===== config.mk =====
export PLATFORM = sky130hd
export DESIGN_NAME = chacha20_ietf_stream_xor
export DESIGN_NICKNAME = d
export VERILOG_FILES = /design/src/rtl/core/cc20_pkg.sv /design/src/rtl/core/chacha20_ietf_stream_xor.sv /design/src/rtl/core/cc20_qr_unit.sv /design/src/rtl/core/cc20_core.sv
export SDC_FILE = /design/constraint.sdc
export NUM_CORES = 2
export LEC_CHECK = 0
export BUFFER_PORTS_ARGS = -buffer_cell sky130_fd_sc_hd__buf_2
export CAP_MARGIN = 20
export CORE_AREA = 2 2 373 375
export CTS_CLUSTER_SIZE = 20
export DETAILED_ROUTE_END_ITERATION = 10
export DIE_AREA = 0 0 375 377
export PLACE_DENSITY = 0.62
export SLEW_MARGIN = 20
export SYNTH_ARGS = -nofsm -noshare
export SYNTH_HDL_FRONTEND = slang
export SYNTH_SLANG_ARGS = --single-unit

===== constraint.sdc =====
create_clock -name clk_i -period 42.7 [get_ports clk_i]
set_input_delay 4.27 -clock clk_i [delete_from_list [all_inputs] [get_ports clk_i]]
set_output_delay 4.27 -clock clk_i [all_outputs]
set_load 0.005 [all_outputs]

===== src/rtl/core/cc20_pkg.sv =====
// shared types, constants and state helpers for the chacha20 stream core
package cc20_pkg;

  typedef logic [15:0][31:0] cc20_words_t;

  typedef struct packed {
    logic [7:0][31:0] key;
    logic [2:0][31:0] nonce;
  } cc20_cfg_t;

  typedef struct packed {
    logic busy;
    logic done;
  } cc20_sts_t;

  localparam logic [2:0] REG_KEY_01   = 3'd0;
  localparam logic [2:0] REG_KEY_23   = 3'd1;
  localparam logic [2:0] REG_KEY_45   = 3'd2;
  localparam logic [2:0] REG_KEY_67   = 3'd3;
  localparam logic [2:0] REG_NONCE_01 = 3'd4;
  localparam logic [2:0] REG_NONCE_2  = 3'd5;
  localparam logic [2:0] REG_INIT_CTR = 3'd6;

  localparam logic [1:0] STEP_AB16 = 2'd0;
  localparam logic [1:0] STEP_CD12 = 2'd1;
  localparam logic [1:0] STEP_AB8  = 2'd2;
  localparam logic [1:0] STEP_CD7  = 2'd3;

  localparam logic [1:0] PERM_ROT1      = 2'd0;
  localparam logic [1:0] PERM_TO_DIAG   = 2'd1;
  localparam logic [1:0] PERM_FROM_DIAG = 2'd2;

  localparam logic [3:0][31:0] SIGMA = {
    32'h6b206574, 32'h79622d32, 32'h3320646e, 32'h61707865
  };

  // input state word: sigma, key, counter, nonce
  function automatic logic [31:0] init_word(cc20_cfg_t cfg, logic [31:0] ctr,
                                            logic [3:0] idx);
    logic [31:0] w;
    logic [3:0]  k;
    logic [3:0]  n;
    k = idx - 4'd4;
    n = idx - 4'd13;
    priority if (idx < 4'd4) begin
      w = SIGMA[idx[1:0]];
    end else if (idx < 4'd12) begin
      w = cfg.key[k[2:0]];
    end else if (idx == 4'd12) begin
      w = ctr;
    end else begin
      w = cfg.nonce[n[1:0]];
    end
    return w;
  endfunction

  function automatic cc20_words_t init_state(cc20_cfg_t cfg, logic [31:0] ctr);
    cc20_words_t w;
    for (int i = 0; i < 16; i++) begin
      w[i] = init_word(cfg, ctr, 4'(i));
    end
    return w;
  endfunction

  // rotate each row of four words left, amount per row set by kind
  function automatic cc20_words_t permute_rows(cc20_words_t w, logic [1:0] kind);
    cc20_words_t o;
    int amt;
    for (int r = 0; r < 4; r++) begin
      unique case (kind)
        PERM_TO_DIAG:   amt = 1 + r;
        PERM_FROM_DIAG: amt = 5 - r;
        default:        amt = 1;
      endcase
      for (int c = 0; c < 4; c++) begin
        o[r * 4 + c] = w[r * 4 + ((c + amt) % 4)];
      end
    end
    return o;
  endfunction

endpackage


===== src/rtl/core/chacha20_ietf_stream_xor.sv =====
// chacha20 (ietf) byte stream xor, top level
//
//   channel  dir  fields (low bit up)                 handshake
//   s_axis   in   tdata: msg_byte; tuser: first_byte;  tvalid/tready
//                 tlast: last_byte
//   m_axis   out  tdata: result_byte; tlast: result_last tvalid/tready
//   cfg      in   cfg_idx_i register, cfg_wdata_i       cfg_we_i
//
// a byte that opens a 64-byte block waits for the block to be computed:
// 32 quarter-round steps per double round and 16 feed-forward adds, all
// through one adder/rotator; other bytes go straight into the output register
// reset clears control state and the key, nonce and counter registers only, no clearing pass
// the output register holds a result until taken; input waits meanwhile
module chacha20_ietf_stream_xor #(
  parameter int unsigned DOUBLE_ROUNDS = 10
) (
  input  logic        clk_i,
  input  logic        rst_ni,
  input  logic        cfg_we_i,
  input  logic [2:0]  cfg_idx_i,
  input  logic [63:0] cfg_wdata_i,
  input  logic        s_axis_tvalid,
  output logic        s_axis_tready,
  input  logic [7:0]  s_axis_tdata,   // msg_byte
  input  logic        s_axis_tuser,   // first_byte
  input  logic        s_axis_tlast,   // last_byte
  output logic        m_axis_tvalid,
  input  logic        m_axis_tready,
  output logic [7:0]  m_axis_tdata,   // result_byte
  output logic        m_axis_tlast    // result_last
);

  logic [7:0][31:0]      key_q;
  logic [2:0][31:0]      nonce_q;
  logic [31:0]           init_ctr_q;
  logic [31:0]           blk_ctr_q;
  logic [5:0]            off_q;
  logic                  pend_q;
  logic [7:0]            pend_msg_q;
  logic                  pend_last_q;
  logic                  m_valid_q;
  logic [7:0]            m_data_q;
  logic                  m_last_q;

  cc20_pkg::cc20_cfg_t   cfg;
  cc20_pkg::cc20_sts_t   sts;
  cc20_pkg::cc20_words_t ks_words;

  logic                  in_acc, out_acc, need_blk, start;
  logic [31:0]           ctr_eff;
  logic [5:0]            off_eff;
  logic [7:0]            ks_byte;

  assign cfg.key   = key_q;
  assign cfg.nonce = nonce_q;

  cc20_core #(
    .DOUBLE_ROUNDS(DOUBLE_ROUNDS)
  ) u_core (
    .clk_i  (clk_i),
    .rst_ni (rst_ni),
    .start_i(start),
    .ctr_i  (ctr_eff),
    .cfg_i  (cfg),
    .sts_o  (sts),
    .words_o(ks_words)
  );

  assign s_axis_tready = !pend_q && !sts.busy && (!m_valid_q || m_axis_tready);
  assign in_acc        = s_axis_tvalid && s_axis_tready;
  assign out_acc       = m_valid_q && m_axis_tready;
  assign ctr_eff       = s_axis_tuser ? init_ctr_q : blk_ctr_q;
  assign off_eff       = s_axis_tuser ? 6'd0 : off_q;
  assign need_blk      = (off_eff == 6'd0);
  assign start         = in_acc && need_blk;
  assign ks_byte       = ks_words[off_q[5:2]][{off_q[1:0], 3'b000} +: 8];

  always_ff @(posedge clk_i or negedge rst_ni) begin
    if (!rst_ni) begin
      key_q      <= '0;
      nonce_q    <= '0;
      init_ctr_q <= 32'd0;
    end else if (cfg_we_i) begin
      unique case (cfg_idx_i)
        cc20_pkg::REG_KEY_01:   key_q[1:0] <= cfg_wdata_i;
        cc20_pkg::REG_KEY_23:   key_q[3:2] <= cfg_wdata_i;
        cc20_pkg::REG_KEY_45:   key_q[5:4] <= cfg_wdata_i;
        cc20_pkg::REG_KEY_67:   key_q[7:6] <= cfg_wdata_i;
        cc20_pkg::REG_NONCE_01: nonce_q[1:0] <= cfg_wdata_i;
        cc20_pkg::REG_NONCE_2:  nonce_q[2] <= cfg_wdata_i[31:0];
        cc20_pkg::REG_INIT_CTR: init_ctr_q <= cfg_wdata_i[31:0];
        default: ;
      endcase
    end
  end

  always_ff @(posedge clk_i or negedge rst_ni) begin
    if (!rst_ni) begin
      blk_ctr_q <= 32'd0;
      off_q     <= 6'd0;
      pend_q    <= 1'b0;
      m_valid_q <= 1'b0;
    end else begin
      if (in_acc) begin
        off_q <= off_eff + 6'd1;
      end
      if (start) begin
        blk_ctr_q <= ctr_eff + 32'd1;
      end
      priority if (sts.done) begin
        pend_q <= 1'b0;
      end else if (start) begin
        pend_q <= 1'b1;
      end
      priority if (sts.done) begin
        m_valid_q <= 1'b1;
      end else if (in_acc && !need_blk) begin
        m_valid_q <= 1'b1;
      end else if (out_acc) begin
        m_valid_q <= 1'b0;
      end
    end
  end

  always_ff @(posedge clk_i) begin
    if (start) begin
      pend_msg_q  <= s_axis_tdata;
      pend_last_q <= s_axis_tlast;
    end
    priority if (sts.done) begin
      m_data_q <= pend_msg_q ^ ks_words[0][7:0];
      m_last_q <= pend_last_q;
    end else if (in_acc && !need_blk) begin
      m_data_q <= s_axis_tdata ^ ks_byte;
      m_last_q <= s_axis_tlast;
    end
  end

  assign m_axis_tvalid = m_valid_q;
  assign m_axis_tdata  = m_data_q;
  assign m_axis_tlast  = m_last_q;

endmodule


===== src/rtl/core/cc20_qr_unit.sv =====
// shared add, xor and rotate unit for one quarter-round step
module cc20_qr_unit (
  input  logic [31:0] x_i,
  input  logic [31:0] y_i,
  input  logic [31:0] z_i,
  input  logic [1:0]  step_i,
  output logic [31:0] sum_o,
  output logic [31:0] mix_o
);

  logic [31:0] t;

  assign sum_o = x_i + y_i;
  assign t     = z_i ^ sum_o;

  always_comb begin
    unique case (step_i)
      cc20_pkg::STEP_AB16: mix_o = {t[15:0], t[31:16]};
      cc20_pkg::STEP_CD12: mix_o = {t[19:0], t[31:20]};
      cc20_pkg::STEP_AB8:  mix_o = {t[23:0], t[31:24]};
      cc20_pkg::STEP_CD7:  mix_o = {t[24:0], t[31:25]};
    endcase
  end

endmodule


===== src/rtl/core/cc20_core.sv =====
// block sequencer: rounds and feed-forward add over the shared unit
module cc20_core #(
  parameter int unsigned DOUBLE_ROUNDS = 10
) (
  input  logic                  clk_i,
  input  logic                  rst_ni,
  input  logic                  start_i,
  input  logic [31:0]           ctr_i,
  input  cc20_pkg::cc20_cfg_t   cfg_i,
  output cc20_pkg::cc20_sts_t   sts_o,
  output cc20_pkg::cc20_words_t words_o
);

  localparam int unsigned DrW = $clog2(DOUBLE_ROUNDS);

  localparam logic [1:0] C_IDLE  = 2'd0;
  localparam logic [1:0] C_ROUND = 2'd1;
  localparam logic [1:0] C_FINAL = 2'd2;

  logic [1:0]            state_q, state_d;
  logic [1:0]            step_q, step_d;
  logic [1:0]            qr_q, qr_d;
  logic                  diag_q, diag_d;
  logic [DrW-1:0]        dr_q, dr_d;
  logic [3:0]            fin_q, fin_d;
  logic                  done_q, done_d;
  logic [31:0]           ctr_q, ctr_d;
  cc20_pkg::cc20_words_t words_q, words_d;
  cc20_pkg::cc20_words_t upd;
  logic [1:0]            kind;
  logic [31:0]           x, y, z, sum, mix;

  cc20_qr_unit u_qr (
    .x_i   (x),
    .y_i   (y),
    .z_i   (z),
    .step_i(step_q),
    .sum_o (sum),
    .mix_o (mix)
  );

  always_comb begin
    x = words_q[0];
    y = words_q[4];
    z = words_q[12];
    if (state_q == C_FINAL) begin
      y = cc20_pkg::init_word(cfg_i, ctr_q, fin_q);
    end else if (step_q[0]) begin
      x = words_q[8];
      y = words_q[12];
      z = words_q[4];
    end
  end

  always_comb begin
    state_d = state_q;
    step_d  = step_q;
    qr_d    = qr_q;
    diag_d  = diag_q;
    dr_d    = dr_q;
    fin_d   = fin_q;
    done_d  = 1'b0;
    ctr_d   = ctr_q;
    words_d = words_q;
    upd     = words_q;
    kind    = cc20_pkg::PERM_ROT1;
    unique case (state_q)
      C_IDLE: begin
        if (start_i) begin
          words_d = cc20_pkg::init_state(cfg_i, ctr_i);
          ctr_d   = ctr_i;
          step_d  = 2'd0;
          qr_d    = 2'd0;
          diag_d  = 1'b0;
          dr_d    = '0;
          state_d = C_ROUND;
        end
      end
      C_ROUND: begin
        if (step_q[0]) begin
          upd[8] = sum;
          upd[4] = mix;
        end else begin
          upd[0]  = sum;
          upd[12] = mix;
        end
        step_d = step_q + 2'd1;
        if (step_q == cc20_pkg::STEP_CD7) begin
          if (qr_q == 2'd3) begin
            kind = diag_q ? cc20_pkg::PERM_FROM_DIAG : cc20_pkg::PERM_TO_DIAG;
          end
          words_d = cc20_pkg::permute_rows(upd, kind);
          qr_d    = qr_q + 2'd1;
          if (qr_q == 2'd3) begin
            diag_d = !diag_q;
            if (diag_q) begin
              dr_d = dr_q + 1'b1;
              if (dr_q == DrW'(DOUBLE_ROUNDS - 1)) begin
                state_d = C_FINAL;
                fin_d   = 4'd0;
              end
            end
          end
        end else begin
          words_d = upd;
        end
      end
      C_FINAL: begin
        words_d = {sum, words_q[15:1]};
        fin_d   = fin_q + 4'd1;
        if (fin_q == 4'd15) begin
          state_d = C_IDLE;
          done_d  = 1'b1;
        end
      end
      default: state_d = C_IDLE;
    endcase
  end

  always_ff @(posedge clk_i or negedge rst_ni) begin
    if (!rst_ni) begin
      state_q <= C_IDLE;
      step_q  <= 2'd0;
      qr_q    <= 2'd0;
      diag_q  <= 1'b0;
      dr_q    <= '0;
      fin_q   <= 4'd0;
      done_q  <= 1'b0;
    end else begin
      state_q <= state_d;
      step_q  <= step_d;
      qr_q    <= qr_d;
      diag_q  <= diag_d;
      dr_q    <= dr_d;
      fin_q   <= fin_d;
      done_q  <= done_d;
    end
  end

  always_ff @(posedge clk_i) begin
    ctr_q   <= ctr_d;
    words_q <= words_d;
  end

  assign sts_o.busy = (state_q != C_IDLE);
  assign sts_o.done = done_q;
  assign words_o    = words_q;

endmodule


==> results.md <==
* Status: finished clean
* Via count at around 53000
* CTS H-tree lvls at 3
* Critical Path Start: m_axis_tready
* Peak supply drop at between 0.00003 and 0.00004 V
* Clock buffer depth at 3
* Hold Fails Final Rpt at 0
* Yosys top cell area share at approximately 27%
* Setup Buffers After CTS at 0
* Mapped cell area at approximately 60000 sq um
* Crit end category: output port
* Pleak at ~25 nW
* Critical hold path startpoint: blk_ctr_q[31]$_DFFE_PN0P_
* Min-delay worst type: register to register
* Max Fclk at ~0.11 GHz
* Crit-path cells: buf_2, nor2b_1, nor3_1, buf_2
* Vias in the first global route at approximately 49000
* Initial Util at between 40% and 50%
* Worst setup margin at 33660 ps
* Sequential area share after synthesis at 45.3%
* IO buf count at between 90 and 100
* Largest net degree at the start of global routing at around 180
* Area of the core at ~140000 sq um
* Worst r2r path cells at 19
* Synthesized area per cell at about 11 sq um
* Ports at 93
* Setup TNS at 0 ps
* Tot GR Track Use at 36.5%
* TritonRoute pass-1 iters at 10
* First-pass GRT wire length at about 370000 um
* Final-report max-slew violation count at 0
* Worst Clk Skew at between 30 and 40 ps
* Number of fill cells at around 12000
* Crit-path max FO at 3
* R2r endpoint: u_core.words_o[463]$_DFFE_PP_
* Mapped Cells at approximately 5600
* Startpoint Class: input pin
* Clock share of power at 42.5%
* Mux share of post-synthesis cell area at 21.6%
* Post-CTS Resized at 0
* Worst path required time at between 30000 and 40000 ps
* Yosys reg bits at about 1000
* Switching Fraction at about a quarter
* Largest stage delay, worst path at 220 ps
* Reg2reg start: u_core.fin_q[0]$_DFFE_PN0P_
* Number of buffers created by CTS at 110
* Skew-Pair Late Insertion Delay at roughly 770 ps
* CTS sink count at roughly 1000
* Pwr dens at ~35 nW/um^2
* Ys async rst share at between 40% and 50%
* Ys Warns at 0
* TritonCTS clock tree: yes
* Vias per cell at about 7.2
* Cts hold-fix bufs at 0
* # setup viols final at 0
* Largest family of logic cells by synthesized area: multiplexers
* Gr ovfl total at 0
* Hold-critical path depth at 2
* Synth Area in XOR/XNOR at ~1.9%
* Adder and majority gate portion of the synthesized area at 1.11%
* Simple-gate portion of the synthesized area at about a tenth
* Antenna violations before repair at 33
* Share of cells above drive strength 1 at 22.4%
* Ys flop type: edfxtp_1
* Final Cycle Share at 21.2%
* Crit Path Category: input pin to output port
* Drt drc at 0
* DRT antenna net count at 0
* Sequential group share of total power at between 50% and 60%
* Die height at 377 um
* Int Pwr at 1.75 mW
* Hold Path Sink: blk_ctr_q[31]$_DFFE_PN0P_
* Dpl hpwl at 170000 um
* Worst path top cell family by delay: simple AND/OR/NAND/NOR gates
* P_sw at approximately 0.58 mW
* RSZ-0062 raised after global routing: no
* CTS root buf: clkbuf_16
* Syn_nets at roughly 5800
* FF-to-FF setup slack at approximately 34000 ps
* RePlAce Congestion at ~1
* Max-cap violations at 0
* Wire length per cell at approximately 36 um
* CP Buf/Inv Count at 2
* Number of synthesized flops with an enable pin at 562
* Nets at about 5600
* Die area at between 100000 and 150000 sq um
* Synth-to-Final Area Change at 9.63%
* Library cells used by synthesis at slightly above 90
* Most used cell, CP: buf_2
* Crit path DAT at ~4800 ps
* Pre-CTS setup slack at 33650 ps
* WL final at roughly 260000 um
* FP Rows at approximately 140
* Tmin final at ~9000 ps
* Reg clk slew, reported paths at ~60 ps
* Worst Tran Pin Value at between 1000 and 1500 ps
* Gate power share at 7.2%
* Post-synthesis compound-gate area fraction at 16.5%
* Die width at 375 um
* Slowest CP cell: nor3_1
* Synth area leaders: edfxtp_1, dfrtp_1, mux2_2, mux4_2, nor2_1
* Biggest area consumer among synthesized cells: edfxtp_1
* DRT iter0 DRCs at approximately 8400
* Slew HR at between 10% and 20%
-- sequential cells by signal (all words and copies together), names as in the netlist, 4 cells and up --
register	cells
blk_ctr_q	32
cfg	352
init_ctr_q	32
m_axis_tdata	8
off_q	6
pend_msg_q	8
u_core.ctr_q	32
u_core.dr_q	4
u_core.fin_q	4
u_core.words_o	512
-- metrics by stage --
step	cells	cell area, sq um	hold slack [ps]	util, %	total power [mW]
6_report	7387	67500	476	49.3	2.33
5_1_grt	7381	67500	494	49.3	2.39
2_1_floorplan	5645	61600	435	-	1.27
4_1_cts	7379	67400	477	49.2	2.33
3_3_place_gp	7170	63700	446	46.5	1.35
3_5_place_dp	7170	63700	465	46.5	1.36
-- power by group through the flow --
stage          Sequential, mW  Clock [mW]  Combinational, mW
2_1_floorplan            1.16           0              0.116
3_3_place_gp             1.19           0              0.161
3_5_place_dp             1.19           0              0.166
4_1_cts                  1.17       0.993              0.167
5_1_grt                  1.18        1.03              0.180
6_report                 1.17       0.990              0.169
-- cell usage after synthesis (31+ instances only) --
cell type,instances
and3_1,32
nor2_1,679
a222oi_1,31
mux4_2,243
o21ai_0,288
buf_1,73
edfxtp_1,562
mux2i_1,226
nor3_1,35
a221oi_1,185
nand2_1,491
clkbuf_1,400
o22ai_1,37
xor2_1,33
a221o_1,53
nor2b_1,34
dfrtp_1,440
o211ai_1,47
o221ai_1,56
nand3_1,39
inv_1,44
a22oi_1,65
nand4_1,32
a31oi_1,52
a21oi_1,444
ha_1,53
mux2_2,495
and2_1,58
xnor2_1,55
-- per-layer routing --
metal  track usage [%]  routed length, um  up-vias
met4              22.9              19500       12
met1              48.3              96900    26200
li1                  -                  -    21400
met5                 0                134        -
met2              51.6             109000     4392
met3              11.8              38400      981
-- layout by cell type, fill, tap and decap left out, types with 41 or more instances in the layout --
cell type    n
nor2_1     663
edfxtp_1   562
mux2_2     495
nand2_1    482
a21oi_1    441
dfrtp_1    430
o21ai_0    287
mux4_2     243
mux2i_1    226
a221oi_1   185
clkbuf_16  121
buf_4      121
buf_2       91
a22oi_1     65
and2_1      57
o221ai_1    56
xnor2_1     55
a221o_1     53
a31oi_1     52
o211ai_1    47
ha_1        46
inv_1       41
-- area by class of cell --
class                   count  area (sq um)  share of cell area (%)
clock buffers             167          3400                    5.04
well taps                1794          2240                    3.33
diodes                      7          17.5                  0.0260
multi-input cells        4105         31900                    47.2
inverters                  48           189                   0.280
clock inverters            42           287                   0.425
repair buffers            222          1570                    2.32
flip-flops and latches   1002         27900                    41.4
-- how the worst max path moves through the flow --
stage | to | slack (ps) | depth (start not counted)
2_1_floorplan | u_core.words_o[100]$_DFFE_PP_ | 20020 | 13
3_3_place_gp | s_axis_tready | 33560 | 4
3_5_place_dp | s_axis_tready | 33650 | 4
4_1_cts | s_axis_tready | 33640 | 4
5_1_grt | s_axis_tready | 33580 | 4
6_report | s_axis_tready | 33660 | 4
-- worst register-to-register path, delay by kind of cell (launching register included) --
family / cells / cell delay [ps]
and+or+nand+nor: 3 / 980
xor gates and xnor gates: 1 / 590
muxes: 2 / 1230
DFF: 1 / 480
buffers and inverters: 4 / 1850
AOI/OAI and AO/OA: 7 / 2260
adders and majority gates: 2 / 800
-- logic make-up (layout without fill, tap and decap cells) --
logic type / after synthesis / count (layout)
DFF: 1002 / 1002
muxes: 965 / 965
AOI/OAI and AO/OA: 1505 / 1505
and+or+nand+nor: 1476 / 1476
xor gates and xnor gates: 105 / 105
buffers and inverters: 538 / 479
other: 0 / 7
adders and majority gates: 54 / 54
No activity file was read; power rests on OpenSTA's default activity.
